--- config.mk ---
export PLATFORM = sky130hd
export DESIGN_NAME = itw_cell
export DESIGN_NICKNAME = d
export VERILOG_FILES = /design/src/hdl/itw_pkg.sv /design/src/hdl/itw_cell.sv
export SDC_FILE = /design/constraint.sdc
export NUM_CORES = 1
export LEC_CHECK = 0
export ABC_AREA = 1
export BUFFER_PORTS_ARGS = -buffer_cell sky130_fd_sc_hd__buf_4
export CAP_MARGIN = 20
export CORE_ASPECT_RATIO = 0.8
export CORE_MARGIN = 2
export CORE_UTILIZATION = 40
export DETAILED_ROUTE_END_ITERATION = 10
export PLACE_DENSITY_LB_ADDON = 0.3
export SYNTH_ARGS = -nofsm -noshare
export SYNTH_HDL_FRONTEND = slang
export SYNTH_SLANG_ARGS = --single-unit
--- constraint.sdc ---
create_clock -name aclk -period 3.8 [get_ports aclk]
set_input_delay 0.76 -clock aclk [delete_from_list [all_inputs] [get_ports aclk]]
set_output_delay 0.76 -clock aclk [all_outputs]
set_load 0.02 [all_outputs]
--- src/hdl/itw_pkg.sv ---
// Shared types and constants for the idle-connection timing wheel.
package itw_pkg;

    localparam int ID_W             = 16;
    localparam int SLOT_MW          = 8;   // slot field in the packet, fits up to 256 slots
    localparam int IDX_MW           = 6;   // entry index field in the packet, fits up to 64 cells
    localparam int TDATA_W          = 24;
    localparam int WHEEL_SLOTS_DEF  = 16;
    localparam int POOL_ENTRIES_DEF = 32;

    typedef enum logic [1:0] {
        CMD_ADD     = 2'd0,
        CMD_REFRESH = 2'd1,
        CMD_REMOVE  = 2'd2,
        CMD_TICK    = 2'd3
    } cmd_t;

    typedef enum logic [1:0] {
        KIND_DONE      = 2'd0,
        KIND_NOT_FOUND = 2'd1,
        KIND_FULL      = 2'd2,
        KIND_CLOSE     = 2'd3
    } kind_t;

    typedef enum logic {
        ST_IDLE,
        ST_RUN
    } state_t;

    // Command packet that walks the cell chain, one cell per cycle while the result output is not stalled.
    typedef struct packed {
        logic              vld;
        cmd_t              op;
        logic              apply;    // second pass: commit the chosen entries
        logic [ID_W-1:0]   id;
        logic [SLOT_MW-1:0] cur;     // current slot
        logic [SLOT_MW-1:0] tgt;     // best key so far, or expiring slot on tick
        logic              hit;
        logic [IDX_MW-1:0] hit_idx;
        logic              fr;
        logic [IDX_MW-1:0] fr_idx;
    } pkt_t;

endpackage

--- src/hdl/itw_cell.sv ---
// One pool entry of the wheel: holds its entry and acts on the passing packet.
module itw_cell #(
    parameter int SLOTS = itw_pkg::WHEEL_SLOTS_DEF,
    parameter int IDX   = 0
) (
    input  logic                    aclk,
    input  logic                    aresetn,
    input  logic                    step,
    input  itw_pkg::pkt_t           pkt_in,
    output itw_pkg::pkt_t           pkt_out,
    output logic                    emit,
    output logic [itw_pkg::ID_W-1:0] emit_conn
);
    import itw_pkg::*;

    localparam int SLOT_W = $clog2(SLOTS);
    localparam logic [IDX_MW-1:0] MY_IDX = IDX_MW'(IDX);

    pkt_t              pkt_reg, pkt_next;
    logic [ID_W-1:0]   conn_reg, conn_next;
    logic [SLOT_W-1:0] slot_reg, slot_next;
    logic              alive_reg, alive_next;
    logic              used_reg, used_next;

    logic [SLOT_MW-1:0] slot_x;
    logic [SLOT_MW-1:0] gap;
    logic [SLOT_MW-1:0] key;
    logic               match;
    logic               cand;

    // Search, expire or commit against the packet held in this cell
    always_comb begin
        pkt_next   = pkt_in;
        pkt_out    = pkt_reg;
        conn_next  = conn_reg;
        slot_next  = slot_reg;
        alive_next = alive_reg;
        used_next  = used_reg;
        emit       = 1'b0;
        emit_conn  = conn_reg;

        slot_x = SLOT_MW'(slot_reg);
        if (slot_x >= pkt_reg.cur) begin
            gap = slot_x - pkt_reg.cur;
        end else begin
            gap = slot_x + SLOT_MW'(SLOTS) - pkt_reg.cur;
        end
        match = used_reg && alive_reg && (conn_reg == pkt_reg.id);
        cand  = 1'b0;
        key   = slot_x;
        if (pkt_reg.op == CMD_REFRESH) begin
            cand = match && (slot_x != pkt_reg.cur);
            key  = gap;
        end else if (pkt_reg.op == CMD_REMOVE) begin
            cand = match;
        end

        if (pkt_reg.vld) begin
            if (pkt_reg.op == CMD_TICK) begin
                if (used_reg && slot_x == pkt_reg.tgt) begin
                    emit       = alive_reg;
                    alive_next = 1'b0;
                    used_next  = 1'b0;
                end
            end else if (!pkt_reg.apply) begin
                if (cand && (!pkt_reg.hit || key < pkt_reg.tgt)) begin
                    pkt_out.hit     = 1'b1;
                    pkt_out.hit_idx = MY_IDX;
                    pkt_out.tgt     = key;
                end
                if (!used_reg && !pkt_reg.fr) begin
                    pkt_out.fr     = 1'b1;
                    pkt_out.fr_idx = MY_IDX;
                end
            end else begin
                if (pkt_reg.fr && pkt_reg.fr_idx == MY_IDX && pkt_reg.op != CMD_REMOVE) begin
                    conn_next  = pkt_reg.id;
                    slot_next  = pkt_reg.cur[SLOT_W-1:0];
                    alive_next = 1'b1;
                    used_next  = 1'b1;
                end
                if (pkt_reg.hit && pkt_reg.hit_idx == MY_IDX && pkt_reg.op != CMD_ADD) begin
                    alive_next = 1'b0;
                end
            end
        end
    end

    // Advance the packet and commit entry marks
    always_ff @(posedge aclk) begin
        if (!aresetn) begin
            pkt_reg   <= '0;
            alive_reg <= 1'b0;
            used_reg  <= 1'b0;
        end else if (step) begin
            pkt_reg   <= pkt_next;
            alive_reg <= alive_next;
            used_reg  <= used_next;
        end
    end

    // Hold entry payload
    always_ff @(posedge aclk) begin
        if (step) begin
            conn_reg <= conn_next;
            slot_reg <= slot_next;
        end
    end

endmodule

==> flow_metrics.py <==
metrics = {
    "pwr": {
        "power.share.clock_pct": 42.7,
        "peakVddDrop_uv": 155.3,
        "seqPwrFrac_pct": 39.8,
        "p_per_area_nw_per_um2": 410.7,
        "p_switching_mw": 0.5930,
        "p_leak_nw": 2.510,
        "cellInternalPower_mw": 1.575,
        "power.total_mw": 2.168,
        "sw_frac_of_total_pct": 27.35,
        "pwr-share-comb_pct": 17.5,
    },
    "sta": {
        "rsz0062_at_grt": "true",
        "relSlewSlack_pct": 41.04,
        "hold_viol_final": 0,
        "fmax_mhz": 250.1,
        "min_period_over_period_pct": 105.2,
        "fin_skew_ps": 9.637,
        "worstMarginPinSlew_ps": 884.3,
        "setup_ws_ps": -198.5,
        "drv_slew": 0,
        "finalSetupViolCount": 14,
        "fin_crit_ps": 3999,
    },
    "finish": {
        "fill_cells": 913,
        "diodes": 0,
        "stdcell_count": 765,
        "layout_common_cells": "buf_4 (126), nand2_1 (100), inv_1 (66)",
        "area_growth_pct": 35.14,
        "nets": 706,
        "largest_reg_flops": 28,
        "layout-drive-gt1-share_pct": 28.64,
        "final_common_cell": "buf_4",
        "fin_util_pct": 55.16,
    },
    "synthesis": {
        "netlist_instances": 539,
        "yosysWarningCount": 0,
        "synth_nets": 604,
        "synth_edf_count": 20,
        "yosysSeqAreaShare_pct": 42.02,
        "yosysUniqueCellTypes": 31,
        "synth_ff_type": "dfxtp_1",
        "syn_area_um2": 3906,
        "async_flop_share_pct": 0,
        "avgSynthCellArea_um2": 7.247,
        "synth-seq-cells": 72,
    },
    "routing": {
        "route.detailed.drc": 0,
        "ant_nets": 0,
        "vias_per_cell": 4.942,
        "first_pass_iters": 5,
        "drt-initial-drc-count": 210,
        "drt-total-wl_um": 10940,
        "via_count": 3781,
        "wl_per_cell_um": 14.30,
    },
    "clock_tree": {
        "cts_root_buf": "clkbuf_16",
        "cts_tree": "built",
        "cts.clk_slew.worst_paths_ps": 60,
        "cts_sinks": 72,
        "cts_hold_buffers": 0,
        "htreeDepth": 3,
        "cts_buffers": 9,
        "clk_path_buf_depth": 2,
        "insertion_delay_ps": 330,
    },
    "placed_design": {
        "place_hpwl_um": 8187,
        "port_buffers": 119,
        "place_ws_ps": -15.19,
        "place.gp.congestion": 0.8581,
        "dp.cells": 739,
    },
    "run_status": {
        "violations": "negative setup slack",
        "status": "finished, violations left",
    },
    "global_route": {
        "antenna_found_initial": 0,
        "grt_max_degree": 60,
        "grt_pass1_wl_um": 17250,
        "grt_pass1_vias": 3466,
        "grt_usage_pct": 20.76,
        "gr-total-overflow": 0,
    },
    "setup_path": {
        "critical_path_peak_fanout": 6,
        "r2r_setup_slack_ps": 1770,
        "start_kind": "flop",
        "worstPathRequired_ps": 3040,
        "arrival_ps": 3240,
        "end_kind": "output pin",
        "setup.worst_path.class": "flop to output pin",
    },
    "floorplan": {
        "row_count": 32,
        "core_um2": 9569,
        "fp.dieW_um": 114.5,
        "io_pins": 120,
        "die_area_um2": 10580,
        "start_util_pct": 40.82,
        "die_h_um": 92.39,
    },
    "worst_hold_path": {
        "hp-class": "flop to flop",
    },
    "job": {
        "drv_cap": 0,
    },
}
-- worst paths after layout --
kind	startpoint	end	depth (start not counted)
worst max-delay path	slot_reg[0]	pkt_out[18]	22
worst min-delay path	pkt_out[23]	slot_reg[1]	0
worst max register to register	pkt_out[47]	emit_conn[2]	5
worst min register to register	pkt_out[23]	slot_reg[1]	0
-- repair_timing --
item | CTS | global route
setup buffers | 6 | 3
endpoints found under the setup margin | 14 | 14
gates resized for setup | 30 | 11
pin swaps | 15 | 10
gates cloned | 1 | 0
-- metal layers --
| layer | vias up | GRT usage (%) | share of wire [%] |
|---|---|---|---|
| met2 | 140 | 30.47 | 43 |
| met4 | 0 | 4.878 | 0.85 |
| met3 | 11 | 4.974 | 7.7 |
| met5 | - | 0 | 0 |
| met1 | 1707 | 30.65 | 49 |
| li1 | 1923 | - | - |
-- cell usage after synthesis, drive strengths merged (2+ instances only) --
| library cell | number | area (um^2) |
|---|---|---|
| nand2 | 110 | 417.9 |
| a21boi | 6 | 45.04 |
| clkbuf | 14 | 52.55 |
| a21oi | 46 | 230.2 |
| xnor2 | 5 | 43.79 |
| or2 | 2 | 15.02 |
| edfxtp | 20 | 600.6 |
| nor3 | 5 | 25.02 |
| a211oi | 2 | 15.01 |
| buf | 31 | 232.7 |
| inv | 71 | 266.5 |
| nand3 | 27 | 140.1 |
| nor2 | 67 | 261.5 |
| nand4 | 4 | 25.02 |
| dfxtp | 52 | 1041 |
| nor4 | 3 | 18.77 |
| o22ai | 2 | 12.51 |
| o21ai | 58 | 290.3 |
| ha | 11 | 137.6 |
-- through the flow --
stage | area, um^2 | setup TNS (ps) | hold slack, ps
2_1_floorplan | 3906 | 0 | 431.4
6_report | 5279 | -2565 | 475.3
3_3_place_gp | 4718 | 0 | 453.8
3_5_place_dp | 4718 | -15.19 | 456.0
5_1_grt | 5279 | -5358 | 479.0
4_1_cts | 5199 | -2965 | 471.3
-- worst max-delay path, cell delays in order (launching register included) --
cell      delay [ps]
edfxtp_1         400
inv_2            100
ha_4             140
inv_4             30
fa_2             360
nand2_1           80
nand2_2           70
nand2_2           80
nand3_2           80
nand2_2           90
o21ai_1           60
nor2_1           140
ha_1             270
a21oi_2          120
nor2_1            50
a211oi_1         170
nand2_1          120
nand2_4          120
buf_6            130
nand2_1           50
nand2_1           60
nand2_1           60
buf_6            130
-- cell type report --
cell class              count  area (um^2)  area share [%]
inverters                  71        269.0           5.096
well taps                 119        148.9           2.821
flip-flops and latches     72         1642           31.10
clock buffers               9        225.2           4.266
clock inverters             7        101.3           1.920
repair buffers            136         1059           20.05
multi-input cells         351         1834           34.75
-- logic make-up after synthesis --
family / share of synthesized area (%)
xor+xnor: 1.121
fa+ha+maj: 4.036
compound gates: 15.57
simple gates: 23.13
flops: 42.02
buf+inv: 14.13
-- power by group through the flow --
| stage | registers (mW) | logic [mW] | clock network (mW) |
|---|---|---|---|
| floorplan | 0.866 | 0.236 | 0 |
| global placement | 0.876 | 0.344 | 0 |
| detailed placement | 0.878 | 0.348 | 0 |
| CTS | 0.862 | 0.371 | 0.940 |
| global route | 0.867 | 0.421 | 0.965 |
| finish | 0.862 | 0.380 | 0.926 |
Power figures use the tool's default switching activity.
